## src/hdl/mi_pkg.sv

```systemverilog
// Shared types, widths and operation codes for the modular inverse unit.
`default_nettype none

package mi_pkg;

  // Operand width of the datapath; the channel fields stay 32 bits.
  localparam int WIDTH = 32;
  localparam int FIELD_W = 32;

  typedef logic [WIDTH-1:0] word_t;
  typedef logic [WIDTH:0]   ext_t;
  typedef logic [FIELD_W-1:0] field_t;

  // Shared add/subtract unit operation codes.
  typedef logic alu_op_t;
  localparam alu_op_t ALU_ADD = 1'b0;
  localparam alu_op_t ALU_SUB = 1'b1;

  typedef struct packed {
    alu_op_t op;
    ext_t    x;
    ext_t    y;
  } alu_req_t;

  typedef struct packed {
    logic busy;
    logic done;
  } core_status_t;

  typedef struct packed {
    field_t modulus;
    field_t value;
  } operands_t;

  typedef struct packed {
    field_t inverse;
    logic   exists;
  } result_t;

endpackage

`default_nettype wire

```

## src/hdl/modular_inverse_unit.sv

```systemverilog
// Top level: modular inverse by extended Euclid, with request and result channels.
//
//   channel   | direction | handshake                      | payload
//   operands  | in        | operands_valid / operands_stall | modulus, value
//   result    | out       | result_valid / result_stall     | inverse, exists
//
// One request at a time. A request with value 1, or a zero operand, goes straight
// to the done state; otherwise the loop runs one compare, modular doubling or
// subtraction per cycle on the single shared add/subtract unit. Synchronous
// active-high reset idles the loop and empties the result register. A finished
// result waits in the output register while result_stall is high, and the next
// request is taken meanwhile.
`default_nettype none

module modular_inverse_unit (
  input  logic              clk,
  input  logic              rst,
  input  mi_pkg::operands_t operands,
  input  logic              operands_valid,
  output logic              operands_stall,
  output mi_pkg::result_t   result,
  output logic              result_valid,
  input  logic              result_stall
);
  import mi_pkg::*;

  core_status_t core_status;
  word_t        core_inverse;
  logic         core_exists;
  logic         core_start;
  logic         core_take;
  result_t      result_r;

  // Accept a request only while the loop is idle.
  assign operands_stall = core_status.busy;
  assign core_start     = operands_valid & ~core_status.busy;

  // Move a finished result out once the output register is free.
  assign core_take = core_status.done & (~result_valid | ~result_stall);

  mi_core u_core (
    .clk     (clk),
    .rst     (rst),
    .start   (core_start),
    .modulus (word_t'(operands.modulus)),
    .value   (word_t'(operands.value)),
    .take    (core_take),
    .status  (core_status),
    .inverse (core_inverse),
    .exists  (core_exists)
  );

  // Hold the result until the receiver takes it.
  always_ff @(posedge clk) begin
    if (rst) begin
      result_valid <= 1'b0;
    end else if (core_take) begin
      result_valid <= 1'b1;
    end else if (!result_stall) begin
      result_valid <= 1'b0;
    end
  end

  always_ff @(posedge clk) begin
    if (core_take) begin
      result_r.inverse <= field_t'(core_inverse);
      result_r.exists  <= core_exists;
    end
  end

  assign result = result_r;

endmodule

`default_nettype wire

```

## src/hdl/mi_alu.sv

```systemverilog
// Shared add/subtract unit with borrow output, one operation per cycle.
`default_nettype none

module mi_alu (
  input  mi_pkg::alu_req_t req,
  output mi_pkg::ext_t     sum,
  output logic             borrow
);
  import mi_pkg::*;

  logic [WIDTH+1:0] total;

  // Subtract as add of the inverted operand plus one; carry out clear means borrow.
  always_comb begin
    if (req.op == ALU_SUB) begin
      total = {1'b0, req.x} + {1'b0, ~req.y} + (WIDTH+2)'(1);
    end else begin
      total = {1'b0, req.x} + {1'b0, req.y};
    end
  end

  assign sum    = total[WIDTH:0];
  assign borrow = (req.op == ALU_SUB) & ~total[WIDTH+1];

endmodule

`default_nettype wire

```

## src/hdl/mi_core.sv

```systemverilog
// Sequencer and operand registers for the shift-subtract extended Euclid loop.
`default_nettype none

module mi_core (
  input  logic                 clk,
  input  logic                 rst,
  input  logic                 start,
  input  mi_pkg::word_t        modulus,
  input  mi_pkg::word_t        value,
  input  logic                 take,
  output mi_pkg::core_status_t status,
  output mi_pkg::word_t        inverse,
  output logic                 exists
);
  import mi_pkg::*;

  localparam logic [2:0] ST_IDLE  = 3'd0;
  localparam logic [2:0] ST_TEST  = 3'd1;
  localparam logic [2:0] ST_SHIFT = 3'd2;
  localparam logic [2:0] ST_DBL   = 3'd3;
  localparam logic [2:0] ST_SUBR  = 3'd4;
  localparam logic [2:0] ST_SUBT  = 3'd5;
  localparam logic [2:0] ST_FIX   = 3'd6;
  localparam logic [2:0] ST_DONE  = 3'd7;

  logic [2:0] state;
  // Remainders a, b with cofactors ta, tb: ta*value == a and tb*value == b mod m.
  word_t a, b, ta, tb;
  // Shifted divisor and its cofactor.
  word_t s, ts;
  word_t mod_r;

  alu_req_t alu_req;
  ext_t     alu_sum;
  logic     alu_borrow;

  mi_alu u_alu (
    .req    (alu_req),
    .sum    (alu_sum),
    .borrow (alu_borrow)
  );

  // Select the operation of the shared unit for the current step.
  always_comb begin
    unique case (state)
      ST_TEST:  alu_req = '{op: ALU_SUB, x: {1'b0, a},  y: {1'b0, b}};
      ST_SHIFT: alu_req = '{op: ALU_SUB, x: {1'b0, a},  y: {s, 1'b0}};
      ST_DBL:   alu_req = '{op: ALU_SUB, x: {ts, 1'b0}, y: {1'b0, mod_r}};
      ST_SUBR:  alu_req = '{op: ALU_SUB, x: {1'b0, a},  y: {1'b0, s}};
      ST_SUBT:  alu_req = '{op: ALU_SUB, x: {1'b0, ta}, y: {1'b0, ts}};
      ST_FIX:   alu_req = '{op: ALU_ADD, x: {1'b0, ta}, y: {1'b0, mod_r}};
      default:  alu_req = '{op: ALU_ADD, x: '0, y: '0};
    endcase
  end

  // Advance the loop: swap when a < b, scale a copy of b up, subtract, fix cofactor.
  always_ff @(posedge clk) begin
    if (rst) begin
      state <= ST_IDLE;
    end else begin
      unique case (state)
        ST_IDLE: begin
          if (start) begin
            mod_r <= modulus;
            priority if (value == word_t'(1)) begin
              a     <= word_t'(1);
              ta    <= word_t'(1);
              state <= ST_DONE;
            end else if (modulus == '0 || value == '0) begin
              a     <= '0;
              ta    <= '0;
              state <= ST_DONE;
            end else begin
              a     <= modulus;
              b     <= value;
              ta    <= '0;
              tb    <= (modulus == word_t'(1)) ? '0 : word_t'(1);
              state <= ST_TEST;
            end
          end
        end
        ST_TEST: begin
          priority if (b == '0) begin
            state <= ST_DONE;
          end else if (alu_borrow) begin
            a  <= b;
            b  <= a;
            ta <= tb;
            tb <= ta;
          end else begin
            s     <= b;
            ts    <= tb;
            state <= ST_SHIFT;
          end
        end
        ST_SHIFT: begin
          if (!alu_borrow) begin
            s     <= {s[WIDTH-2:0], 1'b0};
            state <= ST_DBL;
          end else begin
            state <= ST_SUBR;
          end
        end
        ST_DBL: begin
          ts    <= alu_borrow ? {ts[WIDTH-2:0], 1'b0} : alu_sum[WIDTH-1:0];
          state <= ST_SHIFT;
        end
        ST_SUBR: begin
          a     <= alu_sum[WIDTH-1:0];
          state <= ST_SUBT;
        end
        ST_SUBT: begin
          ta    <= alu_sum[WIDTH-1:0];
          state <= alu_borrow ? ST_FIX : ST_TEST;
        end
        ST_FIX: begin
          ta    <= alu_sum[WIDTH-1:0];
          state <= ST_TEST;
        end
        ST_DONE: begin
          if (take) begin
            state <= ST_IDLE;
          end
        end
        default: state <= ST_IDLE;
      endcase
    end
  end

  // The loop leaves the gcd in a and its cofactor in ta.
  assign exists      = (a == word_t'(1));
  assign inverse     = exists ? ta : '0;
  assign status.busy = (state != ST_IDLE);
  assign status.done = (state == ST_DONE);

  a_start_idle: assert property (@(posedge clk) disable iff (rst)
    start |-> state == ST_IDLE)
    else $error("new operands started while loop busy");

  a_shift_fits: assert property (@(posedge clk) disable iff (rst)
    state == ST_SHIFT |-> (s <= a) && (s != '0))
    else $error("shifted divisor exceeds remainder");

  a_cofactor_range: assert property (@(posedge clk) disable iff (rst)
    state == ST_TEST |-> (ta < mod_r) && (tb < mod_r))
    else $error("cofactor not reduced modulo m");

  a_double_range: assert property (@(posedge clk) disable iff (rst)
    state == ST_DBL |=> ts < mod_r)
    else $error("modular doubling out of range");

endmodule

`default_nettype wire

```

## config.mk

```make
export PLATFORM = sky130hd
export DESIGN_NAME = modular_inverse_unit
export DESIGN_NICKNAME = d
export VERILOG_FILES = /design/src/hdl/mi_pkg.sv /design/src/hdl/modular_inverse_unit.sv /design/src/hdl/mi_alu.sv /design/src/hdl/mi_core.sv
export SDC_FILE = /design/constraint.sdc
export NUM_CORES = 1
export LEC_CHECK = 0
export BUFFER_PORTS_ARGS = -buffer_cell sky130_fd_sc_hd__buf_4
export CAP_MARGIN = 20
export CORE_ASPECT_RATIO = 0.9
export CORE_MARGIN = 5
export CORE_UTILIZATION = 50
export DETAILED_ROUTE_END_ITERATION = 8
export GPL_ROUTABILITY_DRIVEN = 0
export HOLD_SLACK_MARGIN = 0.12
export PLACE_DENSITY = 0.68
export SLEW_MARGIN = 10
export SYNTH_ARGS = -nofsm -noshare
export SYNTH_HDL_FRONTEND = slang
export SYNTH_SLANG_ARGS = --single-unit
```

## constraint.sdc

```tcl
create_clock -name clk -period 12.66 [get_ports clk]
set_input_delay 1.899 -clock clk [delete_from_list [all_inputs] [get_ports clk]]
set_output_delay 1.899 -clock clk [all_outputs]
set_load 0.1 [all_outputs]
```

==> flow_metrics.py <==
metrics = {
    "timing": {
        "setup_tns_ns": 0,
        "period_minus_slack_ns": 6.76,
        "slew_headroom": 0.253,
        "final-setup-viol-count": 0,
        "setup_repair_after_global_routing_missed_its_margin": "false",
        "achievable-frequency_ghz": 0.148,
        "drv_slew": 0,
        "finClkSkew_ns": 0.0123,
        "timing_worst_slew_pin_value_ns": 1.09,
        "timing_hold_violations_final": 0,
        "period_share": 0.534,
    },
    "layout": {
        "layout-area-overhead-vs-synth_pct": 12.8,
        "final_nets": 1889,
        "antenna-diode-count": 0,
        "layout-drive-gt1-share": 0.117,
    },
    "worst_setup_path": {
        "worstSetupEndpointType": "flip-flop",
        "timing.critical_path.buf_inv": 3,
        "slowest_delay_ns": 0.98,
        "critical_path_required_ns": 12.87,
        "critPathSlowestCell": "dfxtp_1",
        "cp.arrival_ns": 6.96,
        "crit_chain": "and2_2 > buf_4 > a22oi_1 > o21ai_0 > ha_1 > nor2b_1 > nor4_1 > a211oi_1 > a211oi_2 > o211ai_1 > a31oi_1 > and2_1 > buf_4 > o21ai_0 > a21oi_4 > buf_4",
        "crit_path_most_repeated_cell": "buf_4",
        "critPathKind": "flip-flop to flip-flop",
        "critPathMaxFanout": 43,
        "cp_top_family": "compound AO/OA/AOI/OAI gates",
        "r2r.worst_path.cells": 16,
        "start_kind": "flip-flop",
        "cp_num_cells": 16,
    },
    "synth": {
        "synth_top_flop_cell": "edfxtp_1",
        "synth_sequential_area_ratio": 0.481,
        "post_synth_inst_count": 1700,
        "number_of_warnings_issued_by_yosys": 0,
        "synthTopCellsByCount": "nand2_1 (317), edfxtp_1 (257), a21oi_1 (88), o21ai_0 (88), nor2_1 (85)",
        "mappedNetlistNets": 1835,
        "synthMostInstantiatedCell": "nand2_1",
        "synth.top_cells.by_area": "edfxtp_1 (48%), nand2_1 (7.3%), ha_1 (5.0%)",
        "postSynth.asyncResetShare": 0,
        "ys_seq_elements": 261,
        "netlist-cell-type-count": 69,
        "synthDominantCellAreaShare": 0.477,
        "synthesis.area_per_instance_sq_um": 9.53,
        "number_of_synthesized_flops_with_an_enable_pin": 257,
        "mapped_area_sq_um": 16200,
        "yosysTopAreaCell": "edfxtp_1",
    },
    "floorplanning": {
        "die_w_microns": 200,
        "initial_standard_cell_utilization_of_the_core": 0.507,
        "placementRows": 62,
        "floorplan.die.height_microns": 181,
        "io-pin-count": 103,
        "core_region_area_sq_um": 32000,
        "fp.dieArea_sq_um": 36100,
    },
    "placed_design": {
        "numPortBuffers": 102,
        "hpwlAfterDp_mm": 39.1,
    },
    "routing": {
        "drc": 0,
        "routed_wl_mm": 54.9,
        "number_of_violations_reported_at_the_end_of_detailed_routing_iteration_0": 2461,
        "detail_route.first_pass.iterations": 9,
        "vias": 14238,
        "antenna_violating_nets_post_route": 0,
        "detail_route.vias_per_cell": 6.50,
        "routed_wire_length_per_instance_microns": 25.0,
    },
    "clock_tree": {
        "max-clock-path-buffers": 3,
        "cts_repair_resize_count": 0,
        "insertion_delay_ns": 0.58,
        "cts_tree": "built",
        "htree_num_levels": 1,
        "quantity_of_hold_fixing_buffers_added_after_cts": 0,
        "numCtsBuffers": 29,
        "clk_pin_slew_ns": 0.06,
        "cts.root.buffer_cell": "clkbuf_16",
        "numClockSinks": 261,
        "post-cts-setup-buffer-count": 0,
    },
    "min_path": {
        "worstHoldPathCells": 2,
        "hp-class": "flip-flop to flip-flop",
    },
    "flow_run": {
        "drv.max_cap_violation_count": 0,
    },
    "grt": {
        "global_route.overflow_total": 0,
        "grt_antenna_before_repair": 0,
        "grt_start_max_net_pins": 91,
        "global_route_wire_length_before_repair_mm": 81.1,
        "track_usage": 0.292,
        "first_global_vias": 13229,
    },
    "outcome": {
        "outcome": "complete, no violations",
    },
}
-- placed cells by master (no fill, tap or decap), types with 11 or more instances in the layout --
cell type and count:
nand2_1 317, edfxtp_1 257, buf_4 131, o21ai_0 88, a21oi_1 85, nor2_1 81
inv_1 81, and2_1 71, ha_1 65, a22oi_1 62, nand3_1 58, mux2i_1 45
a21o_1 38, nor4_1 34, clkbuf_16 29, xnor2_1 28, o211ai_1 23, nor3_1 21
a22o_1 20, a222oi_1 17, nand2b_1 16, nand4_1 15, a31oi_1 15, a211oi_1 13
and3_1 11
-- area by class of cell --
type                       instances  area (sq um)
fill                            2816         13700
sequential                       261          7800
timing repair buffer             131           983
inverter                          81           304
clock buffer                      34           744
multi-input combinational       1250          7790
clock inverter                    19           138
tap                              416           520
-- flip-flops by register name, indices dropped and copies added, names as in the netlist --
register	cells
result_valid	1
u_core.mod_r	32
u_core.b	32
u_core.a	32
result	33
u_core.ts	32
u_core.s	32
u_core.state	3
u_core.tb	32
u_core.ta	32
-- worst min-delay path: stages (launching register included) --
cell and delay, ns:
dfxtp_1 0.35, nand2_1 0.09, a21oi_1 0.07
-- layer usage --
layer,vias up,track usage,wire length [microns]
met2,975,0.422,23400
met3,130,0.0844,7430
li1,6356,-,-
met5,-,0,0
met1,6777,0.430,22200
met4,0,0.0810,1970
-- worst paths after layout --
path                    from       endpoint  slack, ns
max          u_core.state[1]  u_core.ta[12]       5.90
max reg2reg  u_core.state[1]  u_core.ta[12]       5.90
min reg2reg     result_valid   result_valid       0.55
min             result_valid   result_valid       0.55
-- metrics by stage --
step	instances	instance area (sq um)	hold slack (ns)	worst slack, ns	utilization
4_1_cts	2192	18300	0.547	6.09	0.572
3_5_place_dp	2139	17400	0.535	6.12	0.544
6_report	2192	18300	0.550	5.90	0.572
2_1_floorplan	1700	16200	0.521	3.28	-
3_3_place_gp	2139	17400	0.516	6.29	0.544
5_1_grt	2192	18300	0.581	5.59	0.572
-- cell families (layout without fill, tap and decap cells) --
group / count (synthesis) / in the layout / synth area share
multiplexers: 45 / 45 / 0.0278
XOR/XNOR: 32 / 32 / 0.0173
adder cells (fa/ha/maj): 67 / 67 / 0.0527
flip-flops: 261 / 261 / 0.481
AND/OR/NAND/NOR: 666 / 666 / 0.191
AO/OA/AOI/OAI: 440 / 440 / 0.185
buffers and inverters: 189 / 265 / 0.0450
Power is not shown: default switching activity piles up to over one toggle a cycle in this logic, so the estimate is an artifact.
